[config.mk]
export PLATFORM = sky130hd
export DESIGN_NAME = fls_ctrl
export DESIGN_NICKNAME = d
export VERILOG_FILES = /design/src/design/fls_pkg.sv /design/src/design/fls_ctrl.sv
export SDC_FILE = /design/constraint.sdc
export NUM_CORES = 1
export LEC_CHECK = 0
export BUFFER_PORTS_ARGS = -buffer_cell sky130_fd_sc_hd__buf_2
export CAP_MARGIN = 10
export CORE_AREA = 3 3 40 42
export CTS_CLUSTER_DIAMETER = 50
export CTS_CLUSTER_SIZE = 10
export DETAILED_ROUTE_END_ITERATION = 8
export DIE_AREA = 0 0 43 45
export PLACE_DENSITY = 0.4
export SLEW_MARGIN = 5
export SYNTH_ARGS = -nofsm -noshare
export SYNTH_HDL_FRONTEND = slang
export SYNTH_SLANG_ARGS = --single-unit
[constraint.sdc]
create_clock -name clk -period 0.85 [get_ports clk]
set_input_delay 0.0425 -clock clk [delete_from_list [all_inputs] [get_ports clk]]
set_output_delay 0.0425 -clock clk [all_outputs]
set_load 0.02 [all_outputs]
[src/design/fls_pkg.sv]
// Shared types, codes and field widths for the free-list slot allocator.
package fls_pkg;

	localparam int ACT_W = 2;
	localparam int IDX_W = 8;
	localparam int VAL_W = 32;
	localparam int CNT_W = 9;
	localparam int ST_W  = 2;

	localparam logic [ACT_W-1:0] ACT_ALLOC = 2'd0;
	localparam logic [ACT_W-1:0] ACT_FREE  = 2'd1;
	localparam logic [ACT_W-1:0] ACT_READ  = 2'd2;
	localparam logic [ACT_W-1:0] ACT_WRITE = 2'd3;

	localparam logic [ST_W-1:0] ST_OK       = 2'd0;
	localparam logic [ST_W-1:0] ST_FULL     = 2'd1;
	localparam logic [ST_W-1:0] ST_RANGE    = 2'd2;
	localparam logic [ST_W-1:0] ST_INACTIVE = 2'd3;

	// One slot as held in the slot memory.
	typedef struct packed {
		logic             active;
		logic             link_valid;
		logic [VAL_W-1:0] value;
	} fls_word_t;

	// Commands from the controller to the datapath.
	typedef struct packed {
		logic clear;
		logic load;
		logic exec;
	} fls_cmd_t;

	// Status from the datapath to the controller.
	typedef struct packed {
		logic clr_last;
	} fls_sts_t;

endpackage

[src/design/fls_ctrl.sv]
// Controller state machine: clearing pass, request acceptance and result handover.
module fls_ctrl (
	input  logic              clk,
	input  logic              arst_n,
	input  logic              in_valid,
	output logic              in_ready,
	output logic              out_valid,
	input  logic              out_ready,
	input  fls_pkg::fls_sts_t sts,
	output fls_pkg::fls_cmd_t cmd
);

	localparam logic [1:0] S_CLEAR = 2'd0;
	localparam logic [1:0] S_IDLE  = 2'd1;
	localparam logic [1:0] S_EXEC  = 2'd2;

	logic [1:0] state_q;
	logic [1:0] state_nxt;
	logic       out_valid_q;
	logic       load;
	logic       exec_fire;

	assign in_ready  = (state_q == S_IDLE);
	assign load      = in_valid && in_ready;
	// The result may only be committed once the output register is free or being emptied.
	assign exec_fire = (state_q == S_EXEC) && (!out_valid_q || out_ready);

	assign cmd.clear = (state_q == S_CLEAR);
	assign cmd.load  = load;
	assign cmd.exec  = exec_fire;
	assign out_valid = out_valid_q;

	always_comb begin
		state_nxt = state_q;
		case (state_q)
			S_CLEAR: begin
				if (sts.clr_last)
					state_nxt = S_IDLE;
			end
			S_IDLE: begin
				if (load)
					state_nxt = S_EXEC;
			end
			S_EXEC: begin
				if (exec_fire)
					state_nxt = S_IDLE;
			end
			default: begin
				state_nxt = S_CLEAR;
			end
		endcase
	end

	always_ff @(posedge clk or negedge arst_n) begin
		if (!arst_n) begin
			state_q     <= S_CLEAR;
			out_valid_q <= 1'b0;
		end else begin
			state_q <= state_nxt;
			if (exec_fire)
				out_valid_q <= 1'b1;
			else if (out_ready)
				out_valid_q <= 1'b0;
		end
	end

endmodule

==> results.txt, run 1 <==
The number of cell instances on the worst register-to-register path was 4; the pin slew with the least headroom to its limit was 0.160 ns. Of the cells placed in the final design, the portion with a size suffix greater than 1 is 64.7%. Entering global routing, the biggest net connects 6 pins. At the end of routability-driven placement, the weighted congestion stood at 0.663.

The logs give -0.270 ns for the final critical-path setup slack and 0 for the number of remaining DRC errors. The floorplan step set the die width to 43 um. The floorplan die height came out at 45 um. The signal on the critical path passes through and3b_2 -> buf_6. Final critical delay including setup and external delays: 1.12 ns. The path class of the tightest hold or removal check is in -> reg. The maximum resistive drop on vdd came out at 0.00154 V. The Yosys step of the flow raised 0 warnings. The core region is 1280 um^2. The floorplan die area is 1940 um^2. Setup repair after global routing could not meet its margin everywhere. The logs give 23 for the net count after synthesis and 224 for the number of global-route vias before repair.

The post-synth design cell area is 170 um^2, and the clock edge transition at the registers on the reported setup and hold paths is 0.04 ns. The HPWL after detailed placement is 327 um. After detailed routing, the average wire length per cell comes to 10.9 um. The net switching share of the total power came out at 35.7%. The slowest stage of the critical path belongs to the cell dfrtp_2.

The run finished, with violations left. The worst flop-to-flop path startpoint was state_q[1]. The synthesized flop and latch total came out at 3. The final count of hold timing violations is 0, and the headroom to the max-slew limit is 89.3%. In this run the most critical hold path is launched from out_ready. Summed over all cells, the static leakage comes to 0.000177 uW.

The final-report max-slew violation count was 0; the maximum fanout encountered on the critical timing path was 5. The netlist uses 13 different library cells. The final total power was 1330 uW; the clock sink total was 3.

Summed over all nets, the switching power comes to 476 uW. The checks that failed: setup timing. For the worst setup path, the data arrival time is 1.08 ns.

The clock power share is 18.5%, and the row count is 13. The number of maximum-capacitance constraint violations is 0. The total CTS buffers was 3; the count of inserted antenna diode cells was 0. Relative to the synthesized area, the layout overhead comes to 104%. The cell count after synthesis came out at 18. For this block, the routed nets add up to 534 um of wire. For this run, the share of the core covered by cells in the final layout is 27.1%. The start-to-end type of the worst setup path is reg -> out. The residual antenna-violating net count after detailed routing was 0.

The worst register-to-register path ends at state_q[0]. Initial antenna violation count: 0. On the worst path, the slowest cell contributes a delay of 0.45 ns. For the worst-skew pair, the clock arrives at the later sink with an insertion delay of 0.23 ns. The tools report the initial standard-cell utilization of the core as 13.2%. Setup violations remaining at the end of the flow were counted as 6. CTS root buffer: clkbuf_4. TritonCTS built the clock tree.

Pin placement for this block handled 10 I/O pins. In this run the power density over the cells is 3830 nW/um^2. The worst setup path is launched from a register. Internal power comes to 856 uW. Sequential cells account for 23.1% of the total power.

The quantity of I/O buffers inserted on ports came out at 9. The total non-filler cell area in the finished layout came out at 348 um^2. The logs give 1 for the number of detailed-route iterations in the first pass and 0 for the count of routing violations after the opening detailed-route iteration. The end point of the worst hold path was out_valid. The worst hold path passes through 2 cells.

The maximum buffer depth of the clock tree was 2. After the last flow step, the layout net total stands at 40. The setup check on the worst reg-to-reg path leaves a slack of -0.20 ns. The worst setup path is captured at an output port.

In the routed layout, each cell is associated on average with a via count of 3.63. Of the available clock period, the critical path in the final layout requires 132%. For this run the aggregate overflow at the end of global routing stands at 0. The first global-routing pass estimated 986 um of wire.

In the global route stage, overall resource usage came out at 7.67%. Once placement finished, the instance area stood at 228 um^2. Derived from the worst setup path, the maximum achievable clock frequency is 892 MHz.

The portion of the post-synthesis area used by sequential elements was 44.1%; the via count was 178. The data required time at the worst endpoint was 0.81 ns. The H-tree depth was 1; the average cell area after synthesis was 9.45 um^2. The clock tree skew after final layout came out at 0.00413 ns.

The combinational share of power is 58.4%. Timing analysis after detailed placement gives a worst setup slack of -0.0943 ns. Counting the fill cells in the layout gives 145.
## routing by layer
layer	vias up	share of wire, %	GRT usage (%)
met4	0	0	3.61
met2	10	47	11.4
li1	88	-	-
met1	80	40	7.25
met3	0	13	7.17
met5	-	0	0
## cell usage after synthesis
cell type / count / area (um^2)
o21bai_1: 1 / 7.51
buf_4: 2 / 15.0
nor2b_1: 1 / 6.26
dfrtp_1: 3 / 75.1
o21ai_0: 1 / 5.00
nand3b_1: 1 / 7.51
a22o_1: 1 / 8.76
inv_1: 3 / 11.3
and3b_1: 1 / 8.76
o21ba_1: 1 / 10.0
nand2b_1: 1 / 6.26
a21oi_1: 1 / 5.00
nor2_1: 1 / 3.75
## worst max path at each step
stage | start | to | slack [ns]
2_1_floorplan | state_q[0] | state_q[0] | -0.03
3_3_place_gp | state_q[1] | state_q[1] | -0.05
3_5_place_dp | state_q[1] | state_q[1] | -0.09
4_1_cts | state_q[1] | cmd[1] | -0.28
5_1_grt | state_q[1] | cmd[1] | -0.32
6_report | state_q[1] | cmd[1] | -0.27
## metrics by stage
step | TNS [ns] | cells | hold slack, ns
floorplan | -0.0661 | 18 | -0.253
global placement | -0.171 | 40 | -0.156
detailed placement | -0.276 | 40 | -0.150
CTS | -1.34 | 49 | 0.0262
global route | -1.67 | 49 | 0.0537
finish | -1.33 | 49 | 0.0131
## cells by family (layout without fill, tap and decap cells)
kind of cell	Yosys count	in the layout	synth area share (%)
buffers and inverters	5	21	15.4
AND/OR/NAND/NOR	5	5	19.1
flip-flops	3	3	44.1
AO/OA/AOI/OAI	5	5	21.3
## worst max-delay path, delay by kind of cell, from the launching register on
kind / cells / cell delay (ns)
buffers and inverters: 1 / 0.12
DFF: 1 / 0.45
and+or+nand+nor: 1 / 0.27
## layout by cell type, fill, tap and decap left out
cell type      netlist  final
a21oi_2              0      1
a22o_1               1      1
and3b_2              0      1
buf_12               0      1
buf_2                0      4
buf_4                2      4
buf_6                0      4
clkbuf_1             0      1
clkbuf_4             0      3
dfrtp_1              3      1
dfrtp_2              0      2
dlygate4sd3_1        0      1
inv_1                3      3
nand2b_4             0      1
nand3b_1             1      1
nor2_1               1      1
nor2b_4              0      1
o21ai_1              0      1
o21ba_1              1      1
o21bai_1             1      1
## sequential cells by signal (all words and copies together) (netlist names)
signal and cells:
out_valid 1, state_q 2
## power by group through the flow
stage          Clock, uW  Combinational, uW  Sequential, uW
2_1_floorplan          0                322             308
3_3_place_gp           0                439             289
3_5_place_dp           0                436             300
4_1_cts              260                753             300
5_1_grt              272                837             323
6_report             246                778             308
## cell type report
type                       count  area [um^2]  share of cell area, %
sequential                     3         77.6                   22.3
multi-input combinational     10         88.8                   25.5
inverter                       3         11.3                   3.24
timing repair buffer          14          125                   36.0
tap                           15         18.8                   5.40
clock buffer                   4         26.3                   7.55
## what timing repair did
item                                    CTS  global route
hold buffers                              1             0
pin swaps                                 2             0
endpoints found under the setup margin    7             8
hold endpoints to repair                  3             0
buffers inserted                          4             0
gates resized for setup                  11             3
No activity file was read; power rests on OpenSTA's default activity.
==> inputs of run 2 (changes only) <==
CTS_CLUSTER_DIAMETER = default   (was 50)
PLACE_DENSITY = 0.39   (was 0.4)
clock period = 1.4 ns   (was 0.85 ns; I/O delays follow)
==> run 2 against run 1 <==
Against the previous run: critical path type unchanged; register-to-register slack better by 0.68 ns; sequential share of layout area is 7.1 points higher; clock power is 38% lower; highest routed layer is now met4; non-clock buffer count is 4 lower; sequential cell count stayed put; via count is 6.7% lower; routed wire length is 28% lower; the run now ends clean; cell count is 8.2% lower; clock skew is 0.0029 ns lower.
==> results.txt, run 2 (synthesis gave the netlist of run 1 again) <==
The clock sink total was 3 (unchanged); the total CTS buffers was 3 (unchanged). The final count of hold timing violations was 0 (unchanged). The residual antenna-violating net count after detailed routing came out at 0 (unchanged).

The detailed-route wire length per cell was 8.60 um (-21%). The worst hold margin is 0.0539 ns (+0.0408 ns). The floorplan core area was 1280 um^2 (unchanged); the chip width was 43 um (unchanged).

The run gives 13.2% (unchanged) as the initial standard-cell utilization of the core. The data required time at the worst endpoint was 1.33 ns (+0.52 ns); the quantity of I/O buffers inserted on ports was 9 (unchanged). The fraction of layout instances using a drive strength above 1 is 40.0% (-25 points).

Last weighted congestion value of the routability-driven placer: 0.665 (+0.39%). From synthesis to final layout, the design area changed by 50.0%. TritonCTS built the clock tree. The via density per instance is 3.69 (+1.5%). The power density of the placed cells is 2260 nW/um^2 (-41%), and the count of routing violations after the opening detailed-route iteration is 2 (+2).

The H-tree depth was 1 (unchanged). End of the worst register-to-register path: state_q[0]. Estimated wirelength of the detail-placed design: 304 um (-7.1%). The pin slew with the least headroom to its limit works out to 0.182 ns (+0.0215 ns).

Initial antenna violation count: 0 (unchanged). The CTS root buffer was clkbuf_4. Final wirelength: 387 um (-28%). The number of flip-flops in the largest register is 2 (unchanged), and the count of inserted antenna diode cells is 0 (unchanged). The row count is 13 (unchanged), and the headroom to the max-slew limit is 87.9% (-1.4 points). The clock edge transition at the registers on the reported setup and hold paths came out at 0.04 ns (about the same). The register with the most flip-flops in the final layout is state_q.

The static leakage was 0.000141 uW (-20%); the remaining global-route overflow was 0 (unchanged). The wire length of the first global-routing pass was 710 um (-28%); the floorplan die height was 45 um (unchanged). The critical path capture point type is an output port. For the via count, the log shows 166 (-6.7%). Critical path data arrival time: 1.10 ns (+0.02 ns). The maximum buffer depth of the clock tree is 2 (unchanged). The number of global-route vias before repair came out at 174 (-22%).

The number of gates resized after CTS came out at 0 (-11). The number of cell instances on the worst register-to-register path works out to 2 (-2). Worst hold path startpoint: out_ready.

The top cell types in the final layout, fill and taps aside, are 9 x buf_2, 3 x inv_1, 3 x clkbuf_4, 3 x dfrtp_1. Maximum fanout encountered on the critical timing path: 6 (+1). The worst flop-to-flop path startpoint is state_q[1]. The tools report the clock tree skew after final layout as 0.00128 ns (-0.00285 ns). The later-pin clock latency in the skew report is 0.23 ns (about the same). By startpoint and endpoint, the worst setup path is classified as reg -> out. The floorplan die area is 1940 um^2 (unchanged). The worst setup path is launched from a register. The achievable clock frequency is 857 MHz. The run gives 10 (unchanged) as the number of top-level pins.

The final critical delay including setup and external delays is 1.17 ns, and the number of endpoints failing setup at the final stage is 0 (-6). The area of the multi-input gates came out at 68.8 um^2 (-23%). In this run the worst hold path is classified as in -> reg. The ratio of final minimum period to clock period was 83.3%; the maximum number of pins on one net before global-route repair was 7 (+1).

The run gives 75.1 um^2 (-3.2%) as the area used by sequential logic in the layout. The library cell used most frequently in the layout, excluding fill and tap cells, is buf_2. Hold path depth: 2 (unchanged).

Number of fill cells: 142 (-2.1%). The worst slack at placement is 0.481 ns (+0.575 ns), and the sum of negative setup slack is 0 ns (+1.33 ns). The final-report max-slew violation count is 0 (unchanged).

The all-layer global routing usage was 5.68% (-2.0 points). The final net count is 36 (-10%). The tools report the end point of the worst hold path as out_valid.

Setup repair after global routing left no endpoint under its margin. For the number of maximum-capacitance constraint violations, the log shows 0 (unchanged). The run finished with clean final reports. The number of detailed-route iterations in the first pass is 2 (+1). The tools report the maximum resistive drop on vdd as 0.000800 V (-48%). The final critical-path setup slack was 0.234 ns (+0.504 ns); the setup slack on the worst flop-to-flop path was 0.48 ns (+0.68 ns). The run gives 0 (unchanged) as the number of remaining DRC errors.
-- run 2: worst max-delay path, stage by stage (launching register included) --
cell and delay (ns):
dfrtp_1 0.41, nand2b_1 0.17, a21oi_1 0.11, buf_2 0.18
-- run 2: area by class of cell --
class / instances / share of cell area [%]
clock buffer: 4 / 10.3
timing repair buffer: 10 / 21.6
multi-input combinational: 10 / 27.0
sequential: 3 / 29.4
inverter: 3 / 4.41
tap: 15 / 7.35
-- run 2: what timing repair did --
item | in CTS | in global routing
hold endpoints to repair | 3 | 0
buffers inserted | 0 | 0
hold buffers | 1 | 0
-- run 2: how the worst max path moves through the flow --
stage,from,end,slack [ns],cells past startpoint
floorplan,state_q[1],state_q[0],0.37,2
global placement,state_q[0],cmd[0],0.49,3
detailed placement,state_q[0],cmd[0],0.48,3
CTS,state_q[0],cmd[0],0.22,3
global route,state_q[0],cmd[0],0.15,3
finish,state_q[0],cmd[0],0.23,3
-- run 2: per-layer routing --
metal / routed length, um / track usage (%) / share of wire, % / up-vias
li1: - / - / - / 81
met2: 123 / 5.69 / 32 / 12
met4: 17 / 9.04 / 4.4 / 0
met1: 173 / 6.07 / 45 / 71
met5: 0 / 0 / 0 / -
met3: 72 / 3.59 / 19 / 2
-- run 2: per-stage QoR --
stage / utilization (%) / cells / cell area, um^2 / power (uW)
after floorplan: - / 18 / 170 / 358
after global placement: 17.0 / 40 / 219 / 414
after detailed placement: 17.0 / 40 / 219 / 424
after CTS: 19.9 / 45 / 255 / 590
after global routing: 19.9 / 45 / 255 / 630
final: 19.9 / 45 / 255 / 576
-- run 2: report_power, final --
group          switching (uW)  total [uW]  internal (uW)
sequential               44.5         170            125
clock                    45.4         152            107
combinational             147         254            107
==> inputs of run 3 (changes only) <==
clock period = 1.2 ns   (was 1.4 ns; I/O delays follow)
==> run 3 against run 2 <==
Against the previous run: largest power group unchanged; clock skew down 0.0011 ns; first-iteration DRC count rose to 3.0 times the previous value; cell count unchanged; sequential cell count unchanged; sequential share of layout area up 0.057 points; via count down 3.6%; critical endpoint unchanged.
==> results.txt, run 3 (synthesis gave the netlist of run 1 again) <==
The number of global-route vias before repair was 162 (-6.9%). The total instance count after detailed placement came out at 40 (unchanged). The run gives 0.000140 uW (-0.97%) as the static leakage. The largest incremental delay on the critical path was 0.41 ns (about the same); the residual antenna-violating net count after detailed routing was 0 (unchanged). The count of inserted antenna diode cells is 0 (unchanged). STA classifies the critical path endpoint as an output port. For the number of detailed-route iterations in the first pass, the log shows 2 (unchanged). Relative to the synthesized area, the layout overhead comes to 52.2%. For the critical path data arrival time, the log shows 1.09 ns (about the same). Clock edge transition at the registers on the reported setup and hold paths: 0.04 ns (about the same).

The commonest non-fill, non-tap cell in the layout is buf_2. For the number of endpoints failing setup at the final stage, the log shows 0 (unchanged). The logs give 36 (unchanged) for the final net count and 219 um^2 (unchanged) for the cell area after placement.

The floorplan die height is 45 um (unchanged), and the detailed-route wire length per cell is 8.96 um (+4.1%). The headroom to the max-slew limit is 89.6% (+1.8 points), and the number of buffer and inverter instances along the worst setup path is 1 (unchanged). The later-pin clock latency in the skew report is 0.23 ns (about the same), and the pin slew with the least headroom to its limit is 0.154 ns (-0.0279 ns). The tools report the maximum resistive drop on vdd as 0.000793 V (-0.84%). The final-report max-slew violation count is 0 (unchanged). The via density per instance came out at 3.56 (-3.6%). The via count is 160 (-3.6%), and the fraction of layout instances using a drive strength above 1 is 43.3% (+3.3 points). Clock sink total: 3 (unchanged). The tools report the initial antenna violation count as 0 (unchanged). Maximum buffer depth of the clock tree: 2 (unchanged). The tools report the wire length of the first global-routing pass as 655 um (-7.7%). Setup repair after global routing could not meet its margin everywhere. The chip width is 43 um (unchanged), and the remaining global-route overflow is 0 (unchanged). The floorplan die area was 1940 um^2 (unchanged); the estimated wirelength of the detail-placed design was 292 um (-3.9%). The number of flip-flops in the largest register was 2 (unchanged); the maximum number of pins on one net before global-route repair was 7 (unchanged). The clock period could shrink to 1.15 ns.

Element type at the critical path start: a register. The number of top-level pins came out at 10 (unchanged). The total non-filler cell area in the finished layout came out at 259 um^2 (+1.5%). The clock tree skew after final layout is 0.000158 ns (-0.00112 ns). The critical path goes through nand2b_1 -> a21oi_1 -> buf_4. The slowest stage of the critical path is the dfrtp_1 cell.

The maximum fanout encountered on the critical timing path is 6 (unchanged), and the data required time at the worst endpoint is 1.14 ns (-0.19 ns). The post-CTS setup-driven buffer insertion count was 0 (unchanged); the total CTS buffers was 3 (unchanged). The root buffer cell chosen for the clock tree is clkbuf_4. The floorplan core area was 1280 um^2 (unchanged); the ratio of final minimum period to clock period was 95.8%.

Static timing analysis puts the maximum clock frequency at 870 MHz. For the H-tree depth, the log shows 1 (unchanged). The quantity of I/O buffers inserted on ports is 9 (unchanged), and the number of remaining DRC errors is 0 (unchanged).

The power density of the placed cells is 2610 nW/um^2 (+16%). For the last weighted congestion value of the routability-driven placer, the log shows 0.665 (about the same). TritonCTS built the clock tree. The logs give 6 (+4) for the count of routing violations after the opening detailed-route iteration and 0 (unchanged) for the number of maximum-capacitance constraint violations.

For the final count of hold timing violations, the log shows 0 (unchanged). The run gives 45 (unchanged) as the number of standard cells in the layout, taps in and fillers out. Leaving out fill and tap cells, the most frequent cells in the layout are 8 x buf_2, 3 x inv_1, 3 x clkbuf_4. The worst setup path is of the reg -> out kind.

In this run the worst hold path is classified as in -> reg. Largest register by flop count: state_q. The run gives 13 (unchanged) as the row count.

The initial standard-cell utilization of the core was 13.2% (unchanged); the final wirelength was 403 um (+4.1%). The run finished with clean final reports. The worst hold margin was 0.0673 ns (+0.0133 ns); the all-layer global routing usage was 5.25% (-0.43 points).

The cell family with the largest share of critical-path delay is flip-flops.
==> run 3: worst register-to-register path: stages, from the launching register on <==
cell     delay (ns)
dfrtp_2        0.43
o21ba_1        0.19
a22o_1         0.18
==> run 3: through the flow <==
stage / setup slack, ns / util, % / total power [uW] / setup TNS [ns]
after global placement: 0.303 / 17.0 / 482 / 0
after detailed placement: 0.273 / 17.0 / 493 / 0
after floorplan: 0.173 / - / 418 / 0
after global routing: -0.00921 / 20.2 / 733 / -0.00921
after CTS: 0.0228 / 19.9 / 684 / 0
final: 0.0504 / 20.2 / 677 / 0
==> run 3: area by class of cell <==
type	instances	area [um^2]
Multi-Input combinational cell	10	68.8
Clock buffer	4	26.3
Sequential cell	3	76.3
Tap cell	15	18.8
Fill cell	144	1030
Inverter	3	11.3
Timing Repair Buffer	10	57.6
==> run 3: final timing paths <==
path	startpoint	end	slack [ns]	cells after the start
worst max-delay path	state_q[0]	cmd[0]	0.05	3
worst min-delay path	out_ready	out_valid	0.07	2
worst max register to register	state_q[1]	state_q[0]	0.28	2
worst min register to register	state_q[0]	state_q[1]	0.53	1
max in group asynchronous	arst_n	state_q[1]	0.92	2
min in group asynchronous	arst_n	out_valid	0.16	2
==> run 3: routing by layer <==
| metal | vias to the layer above | share of wire [%] | GRT usage [%] |
|---|---|---|---|
| met2 | 10 | 35 | 5.39 |
| met4 | 0 | 0 | 5.42 |
| met3 | 0 | 13 | 4.78 |
| li1 | 80 | - | - |
| met5 | - | 0 | 0 |
| met1 | 70 | 51 | 5.80 |
==> run 3: power breakdown <==
group | internal [uW] | switching, uW | leakage (uW) | total, uW
registers | 149 | 55.8 | 0.0000368 | 204
logic | 130 | 168 | 0.0000882 | 299
clock network | 124 | 49.9 | 0.0000150 | 174
total | 403 | 274 | 0.000140 | 677
==> run 3: what timing repair did <==
item                                    4_1_cts  5_1_grt
hold buffers                                  1        0
resized for setup                             0        2
endpoints found under the hold margin         3        0
endpoints found under the setup margin        0        2
